**config.mk**
```make
export PLATFORM = sky130hd
export DESIGN_NAME = utf8_byte_stream_decoder_unit
export DESIGN_NICKNAME = d
export VERILOG_FILES = /design/src/rtl/u8dec_pkg.sv /design/src/rtl/utf8_byte_stream_decoder_unit.sv /design/src/rtl/u8dec_front.sv /design/src/rtl/u8dec_queue.sv /design/src/rtl/u8dec_back.sv
export SDC_FILE = /design/constraint.sdc
export NUM_CORES = 1
export LEC_CHECK = 0
export BUFFER_PORTS_ARGS = -buffer_cell sky130_fd_sc_hd__buf_4
export CAP_MARGIN = 5
export CORE_MARGIN = 2
export CORE_UTILIZATION = 30
export CTS_BUF_LIST = sky130_fd_sc_hd__clkbuf_2 sky130_fd_sc_hd__clkbuf_4 sky130_fd_sc_hd__clkbuf_8
export DETAILED_ROUTE_END_ITERATION = 16
export GPL_ROUTABILITY_DRIVEN = 0
export HOLD_SLACK_MARGIN = 0.1
export MAX_ROUTING_LAYER = met4
export PLACE_DENSITY = 0.57
export SLEW_MARGIN = 20
export SYNTH_ARGS = -nofsm -noshare
export SYNTH_HDL_FRONTEND = slang
export SYNTH_SLANG_ARGS = --single-unit
```
**constraint.sdc**
```tcl
create_clock -name clk -period 3.5 [get_ports clk]
set_clock_uncertainty 0.15 [all_clocks]
set_input_delay 0.7 -clock clk [delete_from_list [all_inputs] [get_ports clk]]
set_output_delay 0.7 -clock clk [all_outputs]
set_load 0.02 [all_outputs]
```
**src/rtl/u8dec_pkg.sv**
```systemverilog
// ----------------------------------------------------------------------------
// u8dec_pkg
// shared types and constants of the utf-8 byte stream decoder
// ----------------------------------------------------------------------------
package u8dec_pkg;

    localparam int CP_W = 21;

    localparam logic [CP_W-1:0] REPL_CP   = 21'h00FFFD;
    localparam logic [7:0]      ASCII_TOP = 8'h80;
    localparam logic [7:0]      LEAD2_MIN = 8'hC0;
    localparam logic [7:0]      LEAD3_MIN = 8'hE0;
    localparam logic [7:0]      LEAD4_MIN = 8'hF0;
    localparam logic [1:0]      CONT_TAG  = 2'b10;

    // one queue record: up to two results caused by one input byte
    typedef struct packed {
        logic            two;
        logic [CP_W-1:0] cp0;
        logic            bad0;
        logic [CP_W-1:0] cp1;
        logic            bad1;
        logic            last;
    } u8dec_rec_t;

    typedef struct packed {
        logic full;
        logic empty;
    } u8dec_qstat_t;

endpackage

```
**src/rtl/utf8_byte_stream_decoder_unit.sv**
```systemverilog
// each result is held in the queue and then in the output register
// throughput: one byte per cycle while the queue is not full (s_tready low
//   when full); a two-result record is unpacked one result per output load
// bytes that only open or extend a sequence yield no result at all
// reset: rst_n clears the open sequence, the queue and the output register
// ----------------------------------------------------------------------------
// utf8_byte_stream_decoder_unit
// utf-8 byte stream to code point decoder, front and back joined by a queue
// ----------------------------------------------------------------------------
module utf8_byte_stream_decoder_unit (
    input  logic        clk,
    input  logic        rst_n,
    input  logic        s_tvalid,
    output logic        s_tready,
    input  logic [7:0]  s_tdata,   // [7:0] data_byte
    input  logic        s_tlast,   // is_last
    output logic        m_tvalid,
    input  logic        m_tready,
    output logic [23:0] m_tdata,   // [20:0] code_point, [23:21] zero
    output logic [1:0]  m_tuser,   // [0] malformed, [1] run_end
    output logic        m_tlast    // string_done
);
    import u8dec_pkg::*;

    logic         push;
    logic         pop;
    u8dec_rec_t   push_rec;
    u8dec_rec_t   head_rec;
    u8dec_qstat_t q_stat;

    u8dec_front u_front (
        .clk      (clk),
        .rst_n    (rst_n),
        .s_tvalid (s_tvalid),
        .s_tready (s_tready),
        .s_tdata  (s_tdata),
        .s_tlast  (s_tlast),
        .q_stat   (q_stat),
        .push     (push),
        .push_rec (push_rec)
    );

    u8dec_queue u_queue (
        .clk      (clk),
        .rst_n    (rst_n),
        .push     (push),
        .push_rec (push_rec),
        .pop      (pop),
        .head_rec (head_rec),
        .q_stat   (q_stat)
    );

    u8dec_back u_back (
        .clk      (clk),
        .rst_n    (rst_n),
        .head_rec (head_rec),
        .q_stat   (q_stat),
        .pop      (pop),
        .m_tvalid (m_tvalid),
        .m_tready (m_tready),
        .m_tdata  (m_tdata),
        .m_tuser  (m_tuser),
        .m_tlast  (m_tlast)
    );

endmodule

```
**src/rtl/u8dec_front.sv**
```systemverilog
// ----------------------------------------------------------------------------
// u8dec_front
// takes bytes, tracks the open sequence and builds result records
// ----------------------------------------------------------------------------
module u8dec_front (
    input  logic                clk,
    input  logic                rst_n,
    input  logic                s_tvalid,
    output logic                s_tready,
    input  logic [7:0]          s_tdata,   // [7:0] data_byte
    input  logic                s_tlast,
    input  u8dec_pkg::u8dec_qstat_t q_stat,
    output logic                push,
    output u8dec_pkg::u8dec_rec_t push_rec
);
    import u8dec_pkg::*;

    typedef struct packed {
        logic            emit;
        logic [CP_W-1:0] cp;
        logic            bad;
        logic [1:0]      pend;
        logic [CP_W-1:0] part;
    } lead_t;

    logic [1:0]      pend_reg, pend_next;
    logic [CP_W-1:0] part_reg, part_next;
    logic            accept;
    logic            emit;
    lead_t           lead;
    logic [1:0]      extra;
    logic [1:0]      pend_dec;
    logic [CP_W-1:0] part_shift;
    u8dec_rec_t      rec;

    assign s_tready = !q_stat.full;
    assign accept   = s_tvalid && s_tready;

    // decode of the byte as a lead with no sequence open
    always_comb
    begin
        if (s_tdata >= LEAD4_MIN)
            extra = 2'd3;
        else if (s_tdata >= LEAD3_MIN)
            extra = 2'd2;
        else
            extra = 2'd1;

        lead.emit = 1'b0;
        lead.cp   = REPL_CP;
        lead.bad  = 1'b0;
        lead.pend = 2'd0;
        lead.part = '0;
        if (s_tdata < ASCII_TOP)
        begin
            lead.emit = 1'b1;
            lead.cp   = {{(CP_W-8){1'b0}}, s_tdata};
        end
        else if (s_tdata < LEAD2_MIN)
        begin
            lead.emit = 1'b1;
            lead.bad  = 1'b1;
        end
        else if (s_tlast)
        begin
            // string ends right after a lead
            lead.emit = 1'b1;
            lead.bad  = 1'b1;
        end
        else
        begin
            lead.pend = extra;
            unique case (extra)
                2'd1:    lead.part = {{(CP_W-5){1'b0}}, s_tdata[4:0]};
                2'd2:    lead.part = {{(CP_W-4){1'b0}}, s_tdata[3:0]};
                default: lead.part = {{(CP_W-3){1'b0}}, s_tdata[2:0]};
            endcase
        end
    end

    assign pend_dec   = 2'(pend_reg - 2'd1);
    assign part_shift = {part_reg[CP_W-7:0], s_tdata[5:0]};

    always_comb
    begin
        pend_next = pend_reg;
        part_next = part_reg;
        emit      = 1'b0;
        rec.two   = 1'b0;
        rec.cp0   = REPL_CP;
        rec.bad0  = 1'b0;
        rec.cp1   = lead.cp;
        rec.bad1  = lead.bad;
        rec.last  = s_tlast;
        if (pend_reg == 2'd0)
        begin
            emit      = lead.emit;
            rec.cp0   = lead.cp;
            rec.bad0  = lead.bad;
            pend_next = lead.pend;
            part_next = lead.part;
        end
        else if (s_tdata[7:6] == CONT_TAG)
        begin
            if (pend_dec == 2'd0)
            begin
                emit      = 1'b1;
                rec.cp0   = part_shift;
                pend_next = 2'd0;
                part_next = '0;
            end
            else if (s_tlast)
            begin
                emit      = 1'b1;
                rec.bad0  = 1'b1;
                pend_next = 2'd0;
                part_next = '0;
            end
            else
            begin
                pend_next = pend_dec;
                part_next = part_shift;
            end
        end
        else
        begin
            // broken sequence: replacement, then the byte again as a lead
            emit      = 1'b1;
            rec.bad0  = 1'b1;
            rec.two   = lead.emit;
            pend_next = lead.pend;
            part_next = lead.part;
        end
    end

    assign push     = accept && emit;
    assign push_rec = rec;

    always_ff @(posedge clk or negedge rst_n)
    begin
        if (!rst_n)
        begin
            pend_reg <= 2'd0;
            part_reg <= '0;
        end
        else if (accept)
        begin
            pend_reg <= pend_next;
            part_reg <= part_next;
        end
    end

endmodule

```
**src/rtl/u8dec_queue.sv**
```systemverilog
// ----------------------------------------------------------------------------
// u8dec_queue
// two-entry record queue between the byte front and the result back
// ----------------------------------------------------------------------------
module u8dec_queue (
    input  logic                    clk,
    input  logic                    rst_n,
    input  logic                    push,
    input  u8dec_pkg::u8dec_rec_t   push_rec,
    input  logic                    pop,
    output u8dec_pkg::u8dec_rec_t   head_rec,
    output u8dec_pkg::u8dec_qstat_t q_stat
);
    import u8dec_pkg::*;

    u8dec_rec_t mem [2];
    logic       wr_ptr_reg, wr_ptr_next;
    logic       rd_ptr_reg, rd_ptr_next;
    logic [1:0] count_reg, count_next;

    assign q_stat.full  = (count_reg == 2'd2);
    assign q_stat.empty = (count_reg == 2'd0);
    assign head_rec     = mem[rd_ptr_reg];

    always_comb
    begin
        wr_ptr_next = push ? !wr_ptr_reg : wr_ptr_reg;
        rd_ptr_next = pop ? !rd_ptr_reg : rd_ptr_reg;
        count_next  = 2'(count_reg + {1'b0, push} - {1'b0, pop});
    end

    always_ff @(posedge clk)
    begin
        if (push)
            mem[wr_ptr_reg] <= push_rec;
    end

    always_ff @(posedge clk or negedge rst_n)
    begin
        if (!rst_n)
        begin
            wr_ptr_reg <= 1'b0;
            rd_ptr_reg <= 1'b0;
            count_reg  <= 2'd0;
        end
        else
        begin
            wr_ptr_reg <= wr_ptr_next;
            rd_ptr_reg <= rd_ptr_next;
            count_reg  <= count_next;
        end
    end

`ifndef SYNTHESIS
    a_no_overflow: assert property (@(posedge clk) disable iff (!rst_n)
        push |-> (count_reg != 2'd2))
        else $error("record pushed into a full queue");

    a_no_underflow: assert property (@(posedge clk) disable iff (!rst_n)
        pop |-> (count_reg != 2'd0))
        else $error("record popped from an empty queue");

    a_count_range: assert property (@(posedge clk) disable iff (!rst_n)
        count_reg != 2'd3)
        else $error("queue count out of range");

    a_ptr_gap: assert property (@(posedge clk) disable iff (!rst_n)
        ((count_reg == 2'd0) || (count_reg == 2'd2)) |-> (wr_ptr_reg == rd_ptr_reg))
        else $error("queue pointers disagree with count");
`endif

endmodule

```
**src/rtl/u8dec_back.sv**
```systemverilog
// ----------------------------------------------------------------------------
// u8dec_back
// unpacks records into single results behind an output register
// ----------------------------------------------------------------------------
module u8dec_back (
    input  logic                    clk,
    input  logic                    rst_n,
    input  u8dec_pkg::u8dec_rec_t   head_rec,
    input  u8dec_pkg::u8dec_qstat_t q_stat,
    output logic                    pop,
    output logic                    m_tvalid,
    input  logic                    m_tready,
    output logic [23:0]             m_tdata,   // [20:0] code_point, [23:21] zero
    output logic [1:0]              m_tuser,   // [0] malformed, [1] run_end
    output logic                    m_tlast    // string_done
);
    import u8dec_pkg::*;

    logic            valid_reg;
    logic            sub_reg, sub_next;
    logic [CP_W-1:0] cp_reg, cp_next;
    logic            bad_reg, bad_next;
    logic            run_end_reg, run_end_next;
    logic            done_reg, done_next;
    logic            load;

    assign load = !q_stat.empty && (!valid_reg || m_tready);

    always_comb
    begin
        sub_next     = sub_reg;
        pop          = 1'b0;
        cp_next      = sub_reg ? head_rec.cp1 : head_rec.cp0;
        bad_next     = sub_reg ? head_rec.bad1 : head_rec.bad0;
        run_end_next = 1'b1;
        done_next    = head_rec.last;
        if (load)
        begin
            if (head_rec.two && !sub_reg)
            begin
                // first of two results from the same byte
                sub_next     = 1'b1;
                run_end_next = 1'b0;
                done_next    = 1'b0;
            end
            else
            begin
                sub_next = 1'b0;
                pop      = 1'b1;
            end
        end
    end

    always_ff @(posedge clk or negedge rst_n)
    begin
        if (!rst_n)
        begin
            valid_reg <= 1'b0;
            sub_reg   <= 1'b0;
        end
        else
        begin
            sub_reg <= sub_next;
            if (load)
                valid_reg <= 1'b1;
            else if (m_tready)
                valid_reg <= 1'b0;
        end
    end

    always_ff @(posedge clk)
    begin
        if (load)
        begin
            cp_reg      <= cp_next;
            bad_reg     <= bad_next;
            run_end_reg <= run_end_next;
            done_reg    <= done_next;
        end
    end

    assign m_tvalid = valid_reg;
    assign m_tdata  = {{(24-CP_W){1'b0}}, cp_reg};
    assign m_tuser  = {run_end_reg, bad_reg};
    assign m_tlast  = done_reg;

endmodule

```
==> metrics.md, run 1 <==
| Metric | Value |
|---|---|
| Grt total ovfl | 0 |
| WP data arrival | 2630 ps |
| Hpwl dp | 5.59 mm |
| Capturing element type of the critical path | flip-flop |
| Worst-path cell with the longest stage delay | or3b_4 |
| Timing endpoint of the critical path | u_queue.mem[1][25] |
| Total count of max-transition violations in the final report | 0 |
| Vias post-DR | 2520 |
| Max clock buf depth | 2 |
| Fraction of final layout cells with drive strength greater than 1 | 0.298 |
| Critical path origin | u_front.pend_reg[0] |
| Gate Count Post-Synth | 313 |
| Sequential cell area | 3280 um2 |
| Cell taking the most area after synthesis | edfxtp_1 |
| Area Growth Syn to Fin | 18.3% |
| Drt drc | 0 |
| Clock Latency Late Sink | 420 ps |
| TritonCTS buffer count | 17 |
| Status | complete, no violations |
| Reg clk slew, reported paths | 70 ps |
| Number of cells in the design after placement | 527 |
| Worst-Margin Slew | 741 ps |
| Via count normalized by instance count | 4.50 |
| Count of TritonRoute iterations in the first routing pass | 4 |
| Number of violations reported at the end of detailed-routing iteration 0 | 137 |
| Flop and latch count out of synthesis | 113 |
| Critical R2R Capture | u_queue.mem[1][25] |
| Final Hold Vio Count | 0 |
| Most frequent standard cell in the layout excluding fill and tap cells | edfxtp_1 |
| Share of the cycle needed by the critical path after routing | 0.761 |
| Number of nets in the final layout | 376 |
| Min-delay worst type | primary input to flip-flop |
| Biggest area contributors in the synthesized netlist | edfxtp_1 (59%), dfrtp_1 (13%), mux4_2 (3.9%), nand2_1 (3.5%), mux2_2 (2.4%) |
| Avg Cell Area, Syn | 14.7 um2 |
| Leakage power figure | 1.98 nW |
| Pin count of the biggest net entering global routing | 34 |
| Max stage delay on crit path | 430 ps |
| Setup repair after global routing missed its margin | no |
| Overall fraction of global-route tracks in use | 0.118 |
| PostCTS Resize Cnt | 0 |
| Site row count | 45 |
| VDD IR max | 0.000515 V |
| Fill cell count | 1459 |
| Required time reported for the critical path endpoint | 3470 ps |
| Initial antenna violation count | 0 |
| Max-cap violation count | 0 |
| Critical path class | flip-flop to flip-flop |
| Count of cell types in the netlist | 36 |
| Port bufs | 38 |
| Maximum achievable frequency | 375 MHz |
| Slack of the worst reg-to-reg path | 840 ps |
| Die extent in x | 128 um |
| Post-synthesis sequential area ratio | 0.712 |
| Post-synthesis instance area | 4600 um2 |
| Area enclosed by the die boundary | 16400 um2 |
| Vias in the first global route | 2623 |
| Overall routed net length | 8.70 mm |
| Final TNS setup | 0 ps |
| Power per Cell Area | 857 nW/um2 |
| Root buf cell | clkbuf_8 |
| Depth of the CTS H-tree | 4 |
| Number of routed nets with antenna violations | 0 |
| Depth of the most critical reg-to-reg path | 7 |
| Yosys warning total | 0 |
| Clock tree from TritonCTS | built |
| Average detailed-routed wire length per instance | 15.5 um |
| First-pass GRT wire length | 13.9 mm |
| Non-filler cells in the finished layout | 560 |
| Number of sinks on the clock net | 113 |
| Post-layout minimum cycle time | 2660 ps |
| Post-synth top area share | 0.587 |
| Relative slew slack | 0.504 |
| I/O pin count | 42 |
| Finished Core Util | 0.361 |
| Area used by multi-input combinational logic | 1190 um2 |
| Commonest cells after routing, fill and taps aside | edfxtp_1 (90), buf_4 (44), nand2_1 (43) |
| Cell-by-cell trace of the critical path | inv_1 -> ha_1 -> or3b_4 -> or3_4 -> o211a_2 -> and2_1 -> buf_4 |
| ANT cells | 0 |
| Kind of launch point of the worst setup path | flip-flop |
| Core Area | 15100 um2 |
| Worst reg2reg startpoint | u_front.pend_reg[0] |
| Initial standard-cell utilization of the core | 0.305 |
| Setup-failing EPs final | 0 |
| Number of flip-flops in the largest register | 66 |
| Maximum fanout encountered on the critical timing path | 33 |
| Vertical die dimension | 128 um |
layer usage:
| metal | up-vias | share of wire | global-route usage | wire (um) |
|---|---|---|---|---|
| met1 | 1234 | 0.47 | 0.145 | 4060 |
| met4 | 0 | 0.0041 | 0.0485 | 36 |
| met3 | 2 | 0.042 | 0.0396 | 368 |
| met2 | 72 | 0.49 | 0.180 | 4230 |
| met5 | - | 0 | - | 0 |
| li1 | 1212 | - | - | - |
cell type report:
| class | instances | area share |
|---|---|---|
| sequential | 113 | 0.602 |
| timing repair buffer | 45 | 0.0625 |
| clock buffer | 26 | 0.0611 |
| multi-input combinational | 171 | 0.218 |
| clock inverter | 6 | 0.00597 |
| inverter | 11 | 0.00758 |
| tap | 188 | 0.0432 |
critical path, delay by kind of cell (launching register included):
kind / cells / cell delay, ps
and+or+nand+nor: 3 / 1020
DFF: 1 / 390
buffers and inverters: 2 / 330
adders and majority gates: 1 / 270
AOI/OAI and AO/OA: 1 / 180
timing repair:
item / in CTS / in global routing
setup buffers: 0 / 0
hold buffers: 1 / 0
hold endpoints to repair: 23 / 0
logic make-up after synthesis:
family | share of synthesized area
and+or+nand+nor | 0.0886
buffers and inverters | 0.0334
xor gates and xnor gates | 0.00761
DFF | 0.712
adders and majority gates | 0.0109
other | 0.000814
muxes | 0.0810
AOI/OAI and AO/OA | 0.0658
Yosys cell counts:
cell type,number
dfrtp_1,23
nand2_1,43
clkbuf_1,10
ha_1,4
nand3_1,3
o21ai_0,17
nor2b_1,6
inv_1,11
o211ai_1,1
buf_4,5
o31ai_4,1
o21ai_1,10
or3_4,1
nor2_1,12
and2_1,7
a21boi_2,1
mux2_2,10
o32a_1,1
o21bai_1,1
mux2i_1,8
buf_2,3
conb_1,1
mux4_2,8
xnor2_1,2
xor2_1,2
buf_6,2
nor3_1,1
o21a_1,9
edfxtp_1,90
o31ai_1,1
a21oi_1,5
nand2b_1,1
nor4b_1,1
or2_2,10
or3b_4,1
o211a_2,1
worst min path at each step:
stage,from,endpoint,slack [ps],depth (start not counted)
after floorplan,rst_n,u_back.m_tvalid,250,0
after global placement,u_front.part_reg[14],u_front.part_reg[14],320,2
after detailed placement,u_front.part_reg[9],u_front.part_reg[9],320,2
after CTS,m_tready,u_back.m_tvalid,290,2
after global routing,m_tready,u_back.m_tvalid,300,2
final,m_tready,u_back.m_tvalid,320,2
stage by stage:
stage | hold WS (ps) | instance area, um2 | worst slack, ps | total power (W)
2_1_floorplan | 254 | 4610 | 147 | 0.00312
3_3_place_gp | 323 | 5070 | 699 | 0.00361
3_5_place_dp | 323 | 5070 | 679 | 0.00363
4_1_cts | 292 | 5450 | 836 | 0.00474
5_1_grt | 300 | 5450 | 745 | 0.00495
6_report | 323 | 5450 | 836 | 0.00467
report_power, final:
group / switching [W] / total [W] / internal (W) / leakage, nW
clock network: 0.000486 / 0.00110 / 0.000610 / 0.196
registers: 0.000108 / 0.00208 / 0.00197 / 1.11
logic: 0.000902 / 0.00149 / 0.000585 / 0.671
total: 0.00150 / 0.00467 / 0.00317 / 1.98
(Power assumes the default switching activity.)
==> run 2, diff against run 1 <==
--- a/config.mk
+++ b/config.mk
@@ -14,7 +14,7 @@
 export GPL_ROUTABILITY_DRIVEN = 0
 export HOLD_SLACK_MARGIN = 0.1
 export MAX_ROUTING_LAYER = met4
-export PLACE_DENSITY = 0.57
+export PLACE_DENSITY = 0.59
 export SLEW_MARGIN = 20
 export SYNTH_ARGS = -nofsm -noshare
 export SYNTH_HDL_FRONTEND = slang
==> constraint.sdc (replaced) <==
create_clock -name clk -period 2.3 [get_ports clk]
set_clock_uncertainty 0.15 [all_clocks]
set_input_delay 0.46 -clock clk [delete_from_list [all_inputs] [get_ports clk]]
set_output_delay 0.46 -clock clk [all_outputs]
set_load 0.02 [all_outputs]
==> run 2 against run 1 <==
Net effect:
- maximum frequency increased by 23%
- register-to-register slack got worse by 700 ps
- clock power increased by 82%
- critical path depth increased by 1
- first-iteration DRC count increased by 39%
- core utilization increased by 1.7 points
- sequential share of layout area decreased by 2.7 points
- wire length increased by 4.3%
- flip-flop and latch count unchanged
- highest routed layer unchanged
==> metrics.md, run 2 (synthesized netlist as in run 1, its figures left out) <==
| Metric | Value |
|---|---|
| Status | complete, no violations (unchanged) |
| VDD IR max | 0.000422 V (was 0.000515 V) |
| Number of violations reported at the end of detailed-routing iteration 0 | 191 (was 137) |
| Number of nets in the final layout | 395 (was 376) |
| Logic gate share of total power | 0.324 (was 0.319) |
| Required time reported for the critical path endpoint | 2460 ps (was 3470 ps) |
| Power, Total | 0.00768 W (was 0.00467 W) |
| I/O pin count | 42 (unchanged) |
| Net Sw Power | 0.00240 W (was 0.00150 W) |
| Root buf cell | clkbuf_8 (unchanged) |
| Total count of max-transition violations in the final report | 0 (unchanged) |
| Power per Cell Area | 1350 nW/um2 (was 857 nW/um2) |
| TritonCTS buffer count | 17 (unchanged) |
| Worst-Margin Slew | 752 ps (was 741 ps) |
| Clock tree from TritonCTS | built (unchanged) |
| Share of the cycle needed by the critical path after routing | 0.941 (was 0.761) |
| Site row count | 45 (unchanged) |
| ANT cells | 0 (unchanged) |
| Number of sinks on the clock net | 113 (unchanged) |
| Capturing element type of the critical path | flip-flop (unchanged) |
| Min-delay worst type | primary input to flip-flop (unchanged) |
| Critical R2R Capture | u_queue.count_reg[1] (was u_queue.mem[1][25]) |
| Timing endpoint of the critical path | u_queue.count_reg[1] (was u_queue.mem[1][25]) |
| Die extent in x | 128 um (unchanged) |
| Vertical die dimension | 128 um (unchanged) |
| Worst reg2reg startpoint | u_front.pend_reg[0] (unchanged) |
| Maximum achievable frequency | 462 MHz (was 375 MHz) |
| Depth of the CTS H-tree | 4 (unchanged) |
| Most frequent standard cell in the layout excluding fill and tap cells | edfxtp_1 (unchanged) |
| Slack of the worst reg-to-reg path | 140 ps (was 840 ps) |
| Share of total power in sequential cells | 0.415 (was 0.446) |
| Worst-case hold slack | 174 ps (was 323 ps) |
| Vias in the first global route | 2763 (was 2623) |
| Overall fraction of global-route tracks in use | 0.125 (was 0.118) |
| Area enclosed by the die boundary | 16400 um2 (unchanged) |
| Leakage power figure | 2.11 nW (was 1.98 nW) |
| Kind of launch point of the worst setup path | flip-flop (unchanged) |
| Drt drc | 0 (unchanged) |
| Critical path origin | u_front.pend_reg[0] (unchanged) |
| Via count normalized by instance count | 4.47 (was 4.50) |
| WP data arrival | 2330 ps (was 2630 ps) |
| Power share of the clock group | 0.261 (was 0.235) |
| Setup-failing EPs final | 0 (unchanged) |
| Vias post-DR | 2589 (was 2520) |
| Post-layout minimum cycle time | 2160 ps (was 2660 ps) |
| Relative slew slack | 0.497 (was 0.504) |
| Maximum fanout encountered on the critical timing path | 6 (was 33) |
| Number of flip-flops in the largest register | 66 (unchanged) |
| Number of routed nets with antenna violations | 0 (unchanged) |
| Port bufs | 38 (unchanged) |
| Fraction of final layout cells with drive strength greater than 1 | 0.340 (was 0.298) |
| Fill cell count | 1452 (was 1459) |
| Post-route cell area | 5710 um2 (was 5450 um2) |
| Post-placement cell area | 5210 um2 (was 5070 um2) |
| Average detailed-routed wire length per instance | 15.7 um (was 15.5 um) |
| Reg clk slew, reported paths | 70 ps (about the same) |
| Overall routed net length | 9.07 mm (was 8.70 mm) |
| Area Growth Syn to Fin | 23.9% (was 18.3%) |
| Hpwl dp | 5.69 mm (was 5.59 mm) |
| Depth of the most critical reg-to-reg path | 8 (was 7) |
| Max-cap violation count | 0 (unchanged) |
| Initial standard-cell utilization of the core | 0.305 (unchanged) |
| Grt total ovfl | 0 (unchanged) |
| Count of TritonRoute iterations in the first routing pass | 4 (unchanged) |
| Cell Int Power | 0.00528 W (was 0.00317 W) |
| First-pass GRT wire length | 14.7 mm (was 13.9 mm) |
| Final TNS setup | 0 ps (unchanged) |
| Pin count of the biggest net entering global routing | 26 (was 34) |
| Setup repair after global routing missed its margin | no (unchanged) |
| Proportion of total power due to net switching | 0.313 (was 0.321) |
| Critical path class | flip-flop to flip-flop (unchanged) |
| Core Area | 15100 um2 (unchanged) |
| Max clock buf depth | 2 (unchanged) |
| Final Hold Vio Count | 0 (unchanged) |
| Clock Latency Late Sink | 430 ps (was 420 ps) |
| Commonest cells after routing, fill and taps aside | edfxtp_1 (90), buf_4 (60), nand2_1 (43) (was edfxtp_1 (90), buf_4 (44), nand2_1 (43)) |
| Initial antenna violation count | 0 (unchanged) |
## run 2: changes by cell type in the layout (fill, tap and decap cells not counted), moves of 2 or more
cell,previous run,this run
clkbuf_8,22,18
buf_4,44,60
clkbuf_4,4,2
nor2b_4,0,2
and2_4,0,2
ha_1,4,2
bufinv_16,0,4
## run 2: metal layers
metal  GRT usage  vias up  share of wire
met3      0.0413        7          0.042
li1            -     1258              -
met2       0.194       54           0.49
met4      0.0524        0          0.014
met5           -        -              0
met1       0.152     1270           0.45
## run 2: timing repair
item,4_1_cts,5_1_grt
setup endpoints to repair,67,1
gates cloned,2,0
hold endpoints to repair,24,0
hold buffers,2,0
resized for setup,6,1
setup buffers,0,0
pin swaps,2,2
## run 2: power groups by stage
stage          sequential (W)  combinational, W  clock [W]
4_1_cts               0.00320           0.00253    0.00205
6_report              0.00318           0.00249    0.00200
3_3_place_gp          0.00321           0.00241          0
5_1_grt               0.00325           0.00272    0.00215
3_5_place_dp          0.00323           0.00244          0
2_1_floorplan         0.00344           0.00131          0
## run 2: final cells by class
type | instances | area, um2 | share of cell area
Inverter | 11 | 41.3 | 0.00724
Sequential cell | 113 | 3280 | 0.575
Clock inverter | 12 | 164 | 0.0287
Clock buffer | 20 | 263 | 0.0461
Multi-Input combinational cell | 173 | 1250 | 0.220
Tap cell | 188 | 235 | 0.0412
Timing Repair Buffer | 62 | 470 | 0.0825
## run 2: worst min path at each step
stage               depth (start not counted)  slack [ps]        from                   to
CTS                                         3         150  s_tdata[0]  u_front.part_reg[0]
floorplan                                   0          10       rst_n      u_back.m_tvalid
detailed placement                          1         230       rst_n  u_front.pend_reg[0]
global placement                            1         220       rst_n  u_front.pend_reg[0]
global route                                3         160  s_tdata[3]  u_front.part_reg[3]
finish                                      3         170  s_tdata[0]  u_front.part_reg[0]
## run 2: worst max-delay path, cell delays in order, from the launching register on
cell,delay [ps]
dfrtp_1,350
inv_1,50
ha_2,180
or3b_4,370
or3_4,350
o211a_4,180
ha_4,170
xnor2_2,130
xnor2_1,130
## run 2: stage by stage
| stage | util | instances | setup WS, ps |
|---|---|---|---|
| after floorplan | - | 315 | 9.40 |
| after global placement | 0.346 | 544 | -181 |
| after detailed placement | 0.346 | 544 | -230 |
| after CTS | 0.378 | 579 | 101 |
| after global routing | 0.378 | 579 | 12.2 |
| final | 0.378 | 579 | 135 |
